==> src/hw/rtl/ttt_pkg.sv <==
// ----------------------------------------------------------------------------
// ttt_pkg
// Shared types and codes for the tick timer table: request and result
// payloads, command and result codes, and controller-to-datapath commands.
// ----------------------------------------------------------------------------
package ttt_pkg;

  // Request codes
  localparam logic [1:0] FUNC_TICK   = 2'd0;
  localparam logic [1:0] FUNC_ADD    = 2'd1;
  localparam logic [1:0] FUNC_REMOVE = 2'd2;
  localparam logic [1:0] FUNC_CLEAR  = 2'd3;

  // Result kinds
  localparam logic [1:0] KIND_ADD    = 2'd0;
  localparam logic [1:0] KIND_REMOVE = 2'd1;
  localparam logic [1:0] KIND_FIRED  = 2'd2;
  localparam logic [1:0] KIND_CLEAR  = 2'd3;

  // Field widths fixed by the interface
  localparam int unsigned TICKS_W  = 16;
  localparam int unsigned REP_W    = 16;
  localparam int unsigned TID_W    = 32;

  // At most this many fire results per tick
  localparam int unsigned MAX_RESULTS = 16;
  localparam int unsigned FIRE_CNT_W  = $clog2(MAX_RESULTS + 1);

  typedef struct packed {
    logic [1:0]         func;
    logic [TICKS_W-1:0] delay_ticks;
    logic [TICKS_W-1:0] reload_ticks;
    logic [REP_W-1:0]   repeat_count;
    logic [TID_W-1:0]   target_id;
  } req_t;

  typedef struct packed {
    logic [1:0]       kind;
    logic [TID_W-1:0] timer_id;
    logic             found;
    logic             completed;
    logic             last;
  } res_t;

  // Commands from the controller to the datapath
  typedef struct packed {
    logic accept;    // latch the request and arm the walk
    logic exec;      // perform add or clear
    logic rd_issue;  // read the entry at the walk address
    logic finish;    // close the walk: commit count, send final result
  } cmd_t;

endpackage

==> src/hw/rtl/ttt_ram.sv <==
// ----------------------------------------------------------------------------
// ttt_ram
// Generic single-write, single-read RAM with registered read data.
// ----------------------------------------------------------------------------
module ttt_ram #(
  parameter int unsigned WIDTH = 8,
  parameter int unsigned DEPTH = 16
) (
  input  logic                                       clk_i,
  input  logic                                       we_i,
  input  logic [((DEPTH > 1) ? $clog2(DEPTH) : 1)-1:0] waddr_i,
  input  logic [WIDTH-1:0]                           wdata_i,
  input  logic                                       re_i,
  input  logic [((DEPTH > 1) ? $clog2(DEPTH) : 1)-1:0] raddr_i,
  output logic [WIDTH-1:0]                           rdata_o
);

  logic [WIDTH-1:0] mem_q [DEPTH];
  logic [WIDTH-1:0] rdata_q;

  // Write port
  always_ff @(posedge clk_i) begin
    if (we_i) begin
      mem_q[waddr_i] <= wdata_i;
    end
  end

  // Registered read port
  always_ff @(posedge clk_i) begin
    if (re_i) begin
      rdata_q <= mem_q[raddr_i];
    end
  end

  assign rdata_o = rdata_q;

endmodule

==> src/hw/rtl/ttt_ctrl.sv <==
// ----------------------------------------------------------------------------
// ttt_ctrl
// Controller: accepts requests, sequences add/clear and the table walk used
// by tick and remove, and drives the walk read address.
// ----------------------------------------------------------------------------
module ttt_ctrl #(
  parameter int unsigned SLOTS = 16
) (
  input  logic                                          clk_i,
  input  logic                                          rst_ni,
  input  logic                                          start,
  output logic                                          busy,
  input  logic [1:0]                                    func_i,
  input  logic [$clog2(SLOTS + 1)-1:0]                  count_i,
  output ttt_pkg::cmd_t                                 cmd_o,
  output logic [((SLOTS > 1) ? $clog2(SLOTS) : 1)-1:0]  rd_addr_o
);

  localparam int unsigned CW = $clog2(SLOTS + 1);
  localparam int unsigned AW = (SLOTS > 1) ? $clog2(SLOTS) : 1;

  typedef enum logic [3:0] {
    ST_IDLE = 4'b0001,
    ST_EXEC = 4'b0010,
    ST_WALK = 4'b0100,
    ST_FIN  = 4'b1000
  } state_e;

  state_e          state_q, state_d;
  logic [CW-1:0]   rd_idx_q, rd_idx_d;

  // Next state and commands
  always_comb begin
    state_d  = state_q;
    rd_idx_d = rd_idx_q;
    cmd_o    = '0;
    busy     = 1'b1;
    unique case (state_q)
      ST_IDLE: begin
        busy = 1'b0;
        if (start) begin
          cmd_o.accept = 1'b1;
          rd_idx_d     = '0;
          if (func_i == ttt_pkg::FUNC_TICK || func_i == ttt_pkg::FUNC_REMOVE) begin
            state_d = ST_WALK;
          end else begin
            state_d = ST_EXEC;
          end
        end
      end
      ST_EXEC: begin
        cmd_o.exec = 1'b1;
        state_d    = ST_IDLE;
      end
      ST_WALK: begin
        // the last read issued is processed in the cycle the index hits count
        if (rd_idx_q < count_i) begin
          cmd_o.rd_issue = 1'b1;
          rd_idx_d       = rd_idx_q + CW'(1);
        end else begin
          state_d = ST_FIN;
        end
      end
      ST_FIN: begin
        cmd_o.finish = 1'b1;
        state_d      = ST_IDLE;
      end
      default: begin
        state_d = ST_IDLE;
      end
    endcase
  end

  assign rd_addr_o = rd_idx_q[AW-1:0];

  // State registers
  always_ff @(posedge clk_i or negedge rst_ni) begin
    if (!rst_ni) begin
      state_q  <= ST_IDLE;
      rd_idx_q <= '0;
    end else begin
      state_q  <= state_d;
      rd_idx_q <= rd_idx_d;
    end
  end

endmodule

==> src/hw/rtl/ttt_dpath.sv <==
// ----------------------------------------------------------------------------
// ttt_dpath
// Datapath: timer entry RAM, occupancy count, id counter, per-entry tick and
// remove processing with in-place compaction, and the result register.
// ----------------------------------------------------------------------------
module ttt_dpath #(
  parameter int unsigned SLOTS      = 16,
  parameter int unsigned DELAY_BITS = 16,
  parameter int unsigned ID_BITS    = 32
) (
  input  logic                                          clk_i,
  input  logic                                          rst_ni,
  input  ttt_pkg::req_t                                 req_i,
  input  ttt_pkg::cmd_t                                 cmd_i,
  input  logic [((SLOTS > 1) ? $clog2(SLOTS) : 1)-1:0]  rd_addr_i,
  output logic [$clog2(SLOTS + 1)-1:0]                  count_o,
  output logic                                          res_valid_o,
  output ttt_pkg::res_t                                 res_o
);

  localparam int unsigned CW = $clog2(SLOTS + 1);
  localparam int unsigned AW = (SLOTS > 1) ? $clog2(SLOTS) : 1;
  localparam int unsigned RW = ttt_pkg::REP_W;
  localparam int unsigned EW = ID_BITS + 2 * DELAY_BITS + RW;
  // entry layout {id, countdown, reload, repeats}
  localparam int unsigned REP_LO = 0;
  localparam int unsigned RL_LO  = RW;
  localparam int unsigned CD_LO  = RW + DELAY_BITS;
  localparam int unsigned ID_LO  = RW + 2 * DELAY_BITS;

  ttt_pkg::req_t                 req_q;
  logic [CW-1:0]                 count_q, count_d;
  logic [CW-1:0]                 wr_ptr_q, wr_ptr_d;
  logic [ID_BITS-1:0]            next_id_q, next_id_d;
  logic                          hit_q, hit_d;
  logic                          proc_q;
  logic [ttt_pkg::FIRE_CNT_W-1:0] fire_cnt_q, fire_cnt_d;
  logic                          pend_valid_q, pend_valid_d;
  logic [ID_BITS-1:0]            pend_id_q, pend_id_d;
  logic                          pend_done_q, pend_done_d;
  ttt_pkg::res_t                 res_q, res_d;
  logic                          res_valid_q, res_valid_d;

  logic                          ram_we;
  logic [AW-1:0]                 ram_waddr;
  logic [EW-1:0]                 ram_wdata;
  logic [EW-1:0]                 ram_rdata;

  logic [ID_BITS-1:0]            e_id;
  logic [DELAY_BITS-1:0]         e_cd;
  logic [DELAY_BITS-1:0]         e_rl;
  logic [RW-1:0]                 e_rep;
  logic [DELAY_BITS-1:0]         cd_dec;
  logic [RW-1:0]                 rep_dec;
  logic [DELAY_BITS-1:0]         delay_m;
  logic [DELAY_BITS-1:0]         reload_m;
  logic [ID_BITS-1:0]            id_inc;

  ttt_ram #(
    .WIDTH (EW),
    .DEPTH (SLOTS)
  ) u_ram (
    .clk_i   (clk_i),
    .we_i    (ram_we),
    .waddr_i (ram_waddr),
    .wdata_i (ram_wdata),
    .re_i    (cmd_i.rd_issue),
    .raddr_i (rd_addr_i),
    .rdata_o (ram_rdata)
  );

  // Entry fields and request fields at table width
  assign e_id     = ram_rdata[ID_LO +: ID_BITS];
  assign e_cd     = ram_rdata[CD_LO +: DELAY_BITS];
  assign e_rl     = ram_rdata[RL_LO +: DELAY_BITS];
  assign e_rep    = ram_rdata[REP_LO +: RW];
  assign cd_dec   = e_cd - DELAY_BITS'(1);
  assign rep_dec  = e_rep - RW'(1);
  assign delay_m  = DELAY_BITS'(req_q.delay_ticks);
  assign reload_m = DELAY_BITS'(req_q.reload_ticks);
  assign id_inc   = next_id_q + ID_BITS'(1);

  // Per-cycle processing
  always_comb begin
    logic                  fire;
    logic                  done;
    logic                  keep;
    logic [DELAY_BITS-1:0] cd_new;
    logic [RW-1:0]         rep_new;

    count_d      = count_q;
    wr_ptr_d     = wr_ptr_q;
    next_id_d    = next_id_q;
    hit_d        = hit_q;
    fire_cnt_d   = fire_cnt_q;
    pend_valid_d = pend_valid_q;
    pend_id_d    = pend_id_q;
    pend_done_d  = pend_done_q;
    res_d        = res_q;
    res_valid_d  = 1'b0;
    ram_we       = 1'b0;
    ram_waddr    = wr_ptr_q[AW-1:0];
    ram_wdata    = ram_rdata;
    fire         = 1'b0;
    done         = 1'b0;
    keep         = 1'b1;
    cd_new       = cd_dec;
    rep_new      = e_rep;

    // Arm a new walk
    if (cmd_i.accept) begin
      wr_ptr_d     = '0;
      hit_d        = 1'b0;
      fire_cnt_d   = '0;
      pend_valid_d = 1'b0;
    end

    // Add and clear
    if (cmd_i.exec) begin
      res_valid_d     = 1'b1;
      res_d           = '0;
      res_d.last      = 1'b1;
      if (req_q.func == ttt_pkg::FUNC_CLEAR) begin
        res_d.kind = ttt_pkg::KIND_CLEAR;
        count_d    = '0;
      end else begin
        res_d.kind = ttt_pkg::KIND_ADD;
        if (delay_m != '0 && count_q < CW'(SLOTS)) begin
          ram_we         = 1'b1;
          ram_waddr      = count_q[AW-1:0];
          ram_wdata      = {next_id_q, delay_m, reload_m, req_q.repeat_count};
          count_d        = count_q + CW'(1);
          res_d.timer_id = ttt_pkg::TID_W'(next_id_q);
          next_id_d      = (id_inc == '0) ? ID_BITS'(1) : id_inc;
        end
      end
    end

    // Walk: one entry read last cycle, compacted towards the write pointer
    if (proc_q) begin
      if (req_q.func == ttt_pkg::FUNC_REMOVE) begin
        if (!hit_q && ttt_pkg::TID_W'(e_id) == req_q.target_id) begin
          hit_d = 1'b1;
          keep  = 1'b0;
        end
      end else begin
        fire = (cd_dec == '0);
        if (fire) begin
          if (e_rep != '0) begin
            rep_new = rep_dec;
            if (rep_dec == '0) begin
              done = 1'b1;
            end else begin
              cd_new = e_rl;
            end
          end else begin
            done = 1'b1;
          end
        end
        keep = !done;
        // report the fire; a held one goes out now without the last flag
        if (fire && fire_cnt_q < ttt_pkg::FIRE_CNT_W'(ttt_pkg::MAX_RESULTS)) begin
          fire_cnt_d   = fire_cnt_q + ttt_pkg::FIRE_CNT_W'(1);
          pend_valid_d = 1'b1;
          pend_id_d    = e_id;
          pend_done_d  = done;
          if (pend_valid_q) begin
            res_valid_d     = 1'b1;
            res_d.kind      = ttt_pkg::KIND_FIRED;
            res_d.timer_id  = ttt_pkg::TID_W'(pend_id_q);
            res_d.found     = 1'b0;
            res_d.completed = pend_done_q;
            res_d.last      = 1'b0;
          end
        end
        ram_wdata = {e_id, cd_new, e_rl, rep_new};
      end
      if (keep) begin
        ram_we   = 1'b1;
        wr_ptr_d = wr_ptr_q + CW'(1);
      end
    end

    // End of walk
    if (cmd_i.finish) begin
      count_d = wr_ptr_q;
      if (req_q.func == ttt_pkg::FUNC_REMOVE) begin
        res_valid_d     = 1'b1;
        res_d.kind      = ttt_pkg::KIND_REMOVE;
        res_d.timer_id  = req_q.target_id;
        res_d.found     = hit_q;
        res_d.completed = 1'b0;
        res_d.last      = 1'b1;
      end else if (pend_valid_q) begin
        res_valid_d     = 1'b1;
        res_d.kind      = ttt_pkg::KIND_FIRED;
        res_d.timer_id  = ttt_pkg::TID_W'(pend_id_q);
        res_d.found     = 1'b0;
        res_d.completed = pend_done_q;
        res_d.last      = 1'b1;
        pend_valid_d    = 1'b0;
      end
    end
  end

  // Request and payload registers
  always_ff @(posedge clk_i) begin
    if (cmd_i.accept) begin
      req_q <= req_i;
    end
    pend_id_q   <= pend_id_d;
    pend_done_q <= pend_done_d;
    res_q       <= res_d;
  end

  // Control registers
  always_ff @(posedge clk_i or negedge rst_ni) begin
    if (!rst_ni) begin
      count_q      <= '0;
      wr_ptr_q     <= '0;
      next_id_q    <= ID_BITS'(1);
      hit_q        <= 1'b0;
      proc_q       <= 1'b0;
      fire_cnt_q   <= '0;
      pend_valid_q <= 1'b0;
      res_valid_q  <= 1'b0;
    end else begin
      count_q      <= count_d;
      wr_ptr_q     <= wr_ptr_d;
      next_id_q    <= next_id_d;
      hit_q        <= hit_d;
      proc_q       <= cmd_i.rd_issue;
      fire_cnt_q   <= fire_cnt_d;
      pend_valid_q <= pend_valid_d;
      res_valid_q  <= res_valid_d;
    end
  end

  assign count_o     = count_q;
  assign res_valid_o = res_valid_q;
  assign res_o       = res_q;

endmodule

==> src/hw/rtl/tick_timer_table.sv <==
// ----------------------------------------------------------------------------
// tick_timer_table
// Table of countdown timers in insertion order with add, remove, clear and
// tick requests.
// ----------------------------------------------------------------------------
// A request is taken when start is high and busy is low. Add and clear pass
// through the exec state before their result; tick and remove walk the table
// one entry per cycle through the entry RAM's single read port, then close the
// walk in the finish state. Results appear on res_o for exactly one cycle with
// res_valid_o high and cannot be held off; fire results of one tick may be
// spread over the walk, the last result of each request carries the last
// flag, and a tick with nothing firing gives no result. Id 0 in an add reply
// means the add was rejected.
module tick_timer_table #(
  parameter int unsigned SLOTS      = 16,
  parameter int unsigned DELAY_BITS = 16,
  parameter int unsigned ID_BITS    = 32
) (
  input  logic           clk_i,
  input  logic           rst_ni,
  input  logic           start,
  output logic           busy,
  input  ttt_pkg::req_t  req_i,
  output logic           res_valid_o,
  output ttt_pkg::res_t  res_o
);

  localparam int unsigned CW = $clog2(SLOTS + 1);
  localparam int unsigned AW = (SLOTS > 1) ? $clog2(SLOTS) : 1;

  ttt_pkg::cmd_t  cmd;
  logic [AW-1:0]  rd_addr;
  logic [CW-1:0]  count;

  // Sequencer
  ttt_ctrl #(
    .SLOTS (SLOTS)
  ) u_ctrl (
    .clk_i     (clk_i),
    .rst_ni    (rst_ni),
    .start     (start),
    .busy      (busy),
    .func_i    (req_i.func),
    .count_i   (count),
    .cmd_o     (cmd),
    .rd_addr_o (rd_addr)
  );

  // Table and result path
  ttt_dpath #(
    .SLOTS      (SLOTS),
    .DELAY_BITS (DELAY_BITS),
    .ID_BITS    (ID_BITS)
  ) u_dpath (
    .clk_i       (clk_i),
    .rst_ni      (rst_ni),
    .req_i       (req_i),
    .cmd_i       (cmd),
    .rd_addr_i   (rd_addr),
    .count_o     (count),
    .res_valid_o (res_valid_o),
    .res_o       (res_o)
  );

endmodule

==> config.mk <==
export PLATFORM = sky130hd
export DESIGN_NAME = tick_timer_table
export DESIGN_NICKNAME = d
export VERILOG_FILES = /design/src/hw/rtl/ttt_pkg.sv /design/src/hw/rtl/ttt_ram.sv /design/src/hw/rtl/ttt_ctrl.sv /design/src/hw/rtl/ttt_dpath.sv /design/src/hw/rtl/tick_timer_table.sv
export SDC_FILE = /design/constraint.sdc
export NUM_CORES = 1
export LEC_CHECK = 0
export BUFFER_PORTS_ARGS = -buffer_cell sky130_fd_sc_hd__buf_2
export CAP_MARGIN = 20
export CORE_ASPECT_RATIO = 0.75
export CORE_MARGIN = 2
export CORE_UTILIZATION = 62
export CTS_CLUSTER_SIZE = 12
export DETAILED_ROUTE_END_ITERATION = 12
export GPL_ROUTABILITY_DRIVEN = 1
export PLACE_DENSITY = 0.82
export SETUP_SLACK_MARGIN = 0.02
export SLEW_MARGIN = 10
export SYNTH_ARGS = -nofsm -noshare
export SYNTH_HDL_FRONTEND = slang
export SYNTH_SLANG_ARGS = --single-unit
==> constraint.sdc <==
create_clock -name clk_i -period 9.9 [get_ports clk_i]
set_input_delay 1.485 -clock clk_i [delete_from_list [all_inputs] [get_ports clk_i]]
set_output_delay 1.485 -clock clk_i [all_outputs]
set_load 0.1 [all_outputs]
==> flow_metrics.py <==
metrics = {
    "outcome": {
        "status": "finished, final reports clean",
    },
    "placement": {
        "hpwlAfterDp_um": 89300,
        "count_of_input_and_output_buffers": 123,
        "preCtsSetupSlack_ns": 4.09,
        "gp_congestion": 0.910,
    },
    "timing": {
        "unrepaired_setup_endpoints_after_global_routing": "false",
        "fin_crit_share_pct": 60.4,
        "fin_ws_ns": 3.92,
        "fmax_mhz": 167,
        "relSlewSlack_pct": 25.0,
        "final-max-slew-violation-count": 0,
        "worst_slew_pin_slew_ns": 1.12,
        "finalSetupViolCount": 0,
        "setup-tns-final_ns": 0,
        "period_needed_ns": 5.98,
        "worst_hold_margin_ns": 0.509,
        "worst_clock_skew_on_the_final_layout_ns": 0.0228,
        "hold_viol_final": 0,
    },
    "power_and_ir_drop": {
        "clkPwrFrac_pct": 33.1,
        "cellInternalPower_uw": 11700,
        "power.net_switching_uw": 4200,
        "pwr_density_cell_nw_per_um2": 230,
        "max-vdd-ir-drop_mv": 0.200,
        "seqPwrFrac_pct": 50.5,
        "power.total_uw": 15900,
        "swShare_pct": 26.4,
        "combinationalPowerShare_pct": 16.5,
        "p_leak_uw": 0.0219,
    },
    "finish": {
        "drive_gt1_share_pct": 25.1,
        "seqCellArea_um2": 46600,
        "multi_input_comb_area_um2": 15000,
        "n_fill_cell": 5764,
        "fin_util_pct": 69.5,
        "fin_nets": 3435,
        "mostFrequentLayoutCell": "sky130_fd_sc_hd__edfxtp_1",
        "syn_to_final_growth_pct": 11.0,
        "most_used_cells_in_the_layout_excluding_fill_and_tap_cells": "sky130_fd_sc_hd__edfxtp_1 (1475), sky130_fd_sc_hd__mux4_2 (400), sky130_fd_sc_hd__nand2_1 (274)",
    },
    "drt": {
        "dr.first_iter.drc_count": 5212,
        "route.detailed.vias_per_inst": 7.09,
        "routed_wirelength_um": 160000,
        "wl_per_cell_um": 33.9,
        "drc_errors": 0,
        "vias": 33500,
        "drt.antenna.violating_nets": 0,
        "pre_repair_dr_iteration_count": 6,
    },
    "clocking": {
        "cts-buffers-inserted": 152,
        "ctsHtreeMaxLevel": 4,
        "tritoncts_clock_tree": "yes",
        "cts-root-buf": "sky130_fd_sc_hd__clkbuf_16",
        "cts.clk_slew.worst_paths_ns": 0.06,
        "worst_skew_pair.late_latency_ns": 0.77,
        "clock_path_buffers": 3,
        "post-cts-setup-buffers": 0,
        "numClockSinks": 1572,
        "ctsResizeCount": 0,
        "postCtsHoldBufs": 0,
    },
    "grt": {
        "grt_start_max_net_pins": 121,
        "grt_first_pass_wirelength_um": 232000,
        "grt-ovfl-total": 0,
        "track_usage_pct": 31.5,
        "antenna_found_initial": 7,
        "first_global_vias": 33600,
    },
    "worst_hold_path": {
        "hold_path.class": "reg2reg",
        "min_path_cells": 0,
    },
    "floorplanning": {
        "fp.dieW_um": 370,
        "start_util_pct": 62.6,
        "core_region_area_um2": 99300,
        "fp.dieArea_um2": 103000,
        "design.portCount": 124,
        "fp.dieH_um": 278,
        "rows": 100,
    },
    "synth": {
        "yosys_most_used_dff": "sky130_fd_sc_hd__edfxtp_1",
        "synth_cell_types": 81,
        "synth_warnings": 0,
        "synth.avg_cell_area_um2": 19.7,
        "syn-num-nets": 3252,
        "synth_cells": 3153,
        "part_of_the_yosys_area_used_for_sequential_elements_pct": 74.8,
        "async_reset_ff_share_pct": 3.82,
        "syn-cell-area_um2": 62200,
        "ffs_latches_synth": 1572,
        "synth_edf_count": 1475,
    },
    "setup_path": {
        "worst-endpoint-required_ns": 10.29,
        "startpoint_type": "flop",
        "ff2ff_path_depth": 10,
        "critical_path_arrival_ns": 6.37,
        "criticalPathCategory": "reg2reg",
        "critical_path.endpoint_type": "flop",
        "critical_path_peak_fanout": 39,
    },
    "flow_run": {
        "drv_cap": 0,
    },
}
[sequential cells by signal (all words and copies together), names as in the netlist, 4 cells and up]
| name | cells |
|---|---|
| u_dpath.req_q | 50 |
| u_dpath.fire_cnt_q | 5 |
| u_dpath.next_id_q | 32 |
| u_ctrl.rd_idx_q | 5 |
| u_ctrl.state_q | 4 |
| u_dpath.u_ram.mem_q | 1280 |
| u_dpath.pend_id_q | 32 |
| u_dpath.u_ram.rdata_o | 80 |
| u_dpath.count_o | 5 |
| u_dpath.delay_m | 16 |
| u_dpath.reload_m | 16 |
| u_dpath.wr_ptr_q | 5 |
| u_dpath.res_o | 37 |
[stage by stage]
stage | cells | area, um^2
floorplan | 3153 | 62200
global placement | 4481 | 64300
detailed placement | 4488 | 64500
CTS | 4699 | 68700
global route | 4719 | 69000
finish | 4722 | 69100
[power by group through the flow]
stage / Combinational, uW / Sequential, uW / Clock (uW)
floorplan: 1640 / 8270 / 0
global placement: 2390 / 8160 / 0
detailed placement: 2500 / 8170 / 0
CTS: 2550 / 8040 / 5300
global route: 2770 / 8040 / 5530
finish: 2620 / 8020 / 5260
[worst max-delay path, stage by stage, from the launching register on]
cell                       delay [ns]
sky130_fd_sc_hd__edfxtp_1        0.46
sky130_fd_sc_hd__nor4_1          0.88
sky130_fd_sc_hd__nand2_1         0.19
sky130_fd_sc_hd__or4_1           0.50
sky130_fd_sc_hd__xor2_1          0.19
sky130_fd_sc_hd__a41oi_1         0.48
sky130_fd_sc_hd__o41a_2          0.44
sky130_fd_sc_hd__a41oi_1         0.51
sky130_fd_sc_hd__nor2_4          0.59
sky130_fd_sc_hd__buf_4           0.63
sky130_fd_sc_hd__buf_4           0.66
[per-layer routing]
metal / vias up / track usage [%] / wire, um
li1: 13200 / - / -
met1: 17200 / 46.1 / 60200
met2: 2618 / 48.4 / 76400
met3: 394 / 6.14 / 18000
met4: 2 / 11.1 / 5350
met5: - / 0 / 13
[cells by family after synthesis]
group / count (synthesis) / synth area share (%)
AO/OA/AOI/OAI: 271 / 3.03
XOR/XNOR: 89 / 1.25
adder cells (fa/ha/maj): 14 / 0.282
buffers and inverters: 202 / 1.35
flip-flops: 1572 / 74.8
multiplexers: 436 / 15.1
AND/OR/NAND/NOR: 569 / 4.18
[final timing paths]
kind	slack, ns	endpoint	startpoint
hold reg to reg	0.51	u_dpath.pend_id_q[23]	u_dpath.u_ram.rdata_o[71]
setup reg to reg	3.92	u_dpath.u_ram.mem_q[5][53]	u_dpath.u_ram.rdata_o[4]
hold / removal	0.51	u_dpath.pend_id_q[23]	u_dpath.u_ram.rdata_o[71]
max in group asynchronous	8.34	u_ctrl.rd_idx_q[1]	rst_ni
min in group asynchronous	0.90	u_dpath.res_valid_o	rst_ni
setup / recovery	3.92	u_dpath.u_ram.mem_q[5][53]	u_dpath.u_ram.rdata_o[4]
[layout make-up]
cell class                      instances  share of cell area [%]
Timing Repair Buffer                  208                    2.14
Multi-Input combinational cell       1379                    21.8
Tap cell                             1326                    2.40
Clock buffer                          196                    5.90
Inverter                               23                   0.129
Antenna cell                            3                  0.0109
Clock inverter                         15                   0.236
Sequential cell                      1572                    67.4
[synthesized netlist by cell type, drive strengths merged (7+ instances only)]
master / instances / area (um^2)
dfxtp: 37 / 741
nor2: 104 / 398
mux2i: 33 / 330
inv: 22 / 82.6
edfxtp: 1475 / 44300
nor3: 32 / 160
xnor2: 63 / 552
o211ai: 33 / 248
or3: 9 / 60.1
o21ai: 56 / 280
and3: 13 / 81.3
a21o: 7 / 52.6
nand2: 276 / 1040
a31oi: 24 / 150
or4: 11 / 90.1
nand3: 46 / 230
nor4: 18 / 113
buf: 38 / 178
xor2: 26 / 228
nand4: 23 / 144
a211oi: 27 / 213
clkbuf: 140 / 546
a22oi: 33 / 248
a21oi: 44 / 220
dfrtp: 58 / 1450
mux4: 400 / 9010
ha: 14 / 175
(Power assumes the default switching activity.)
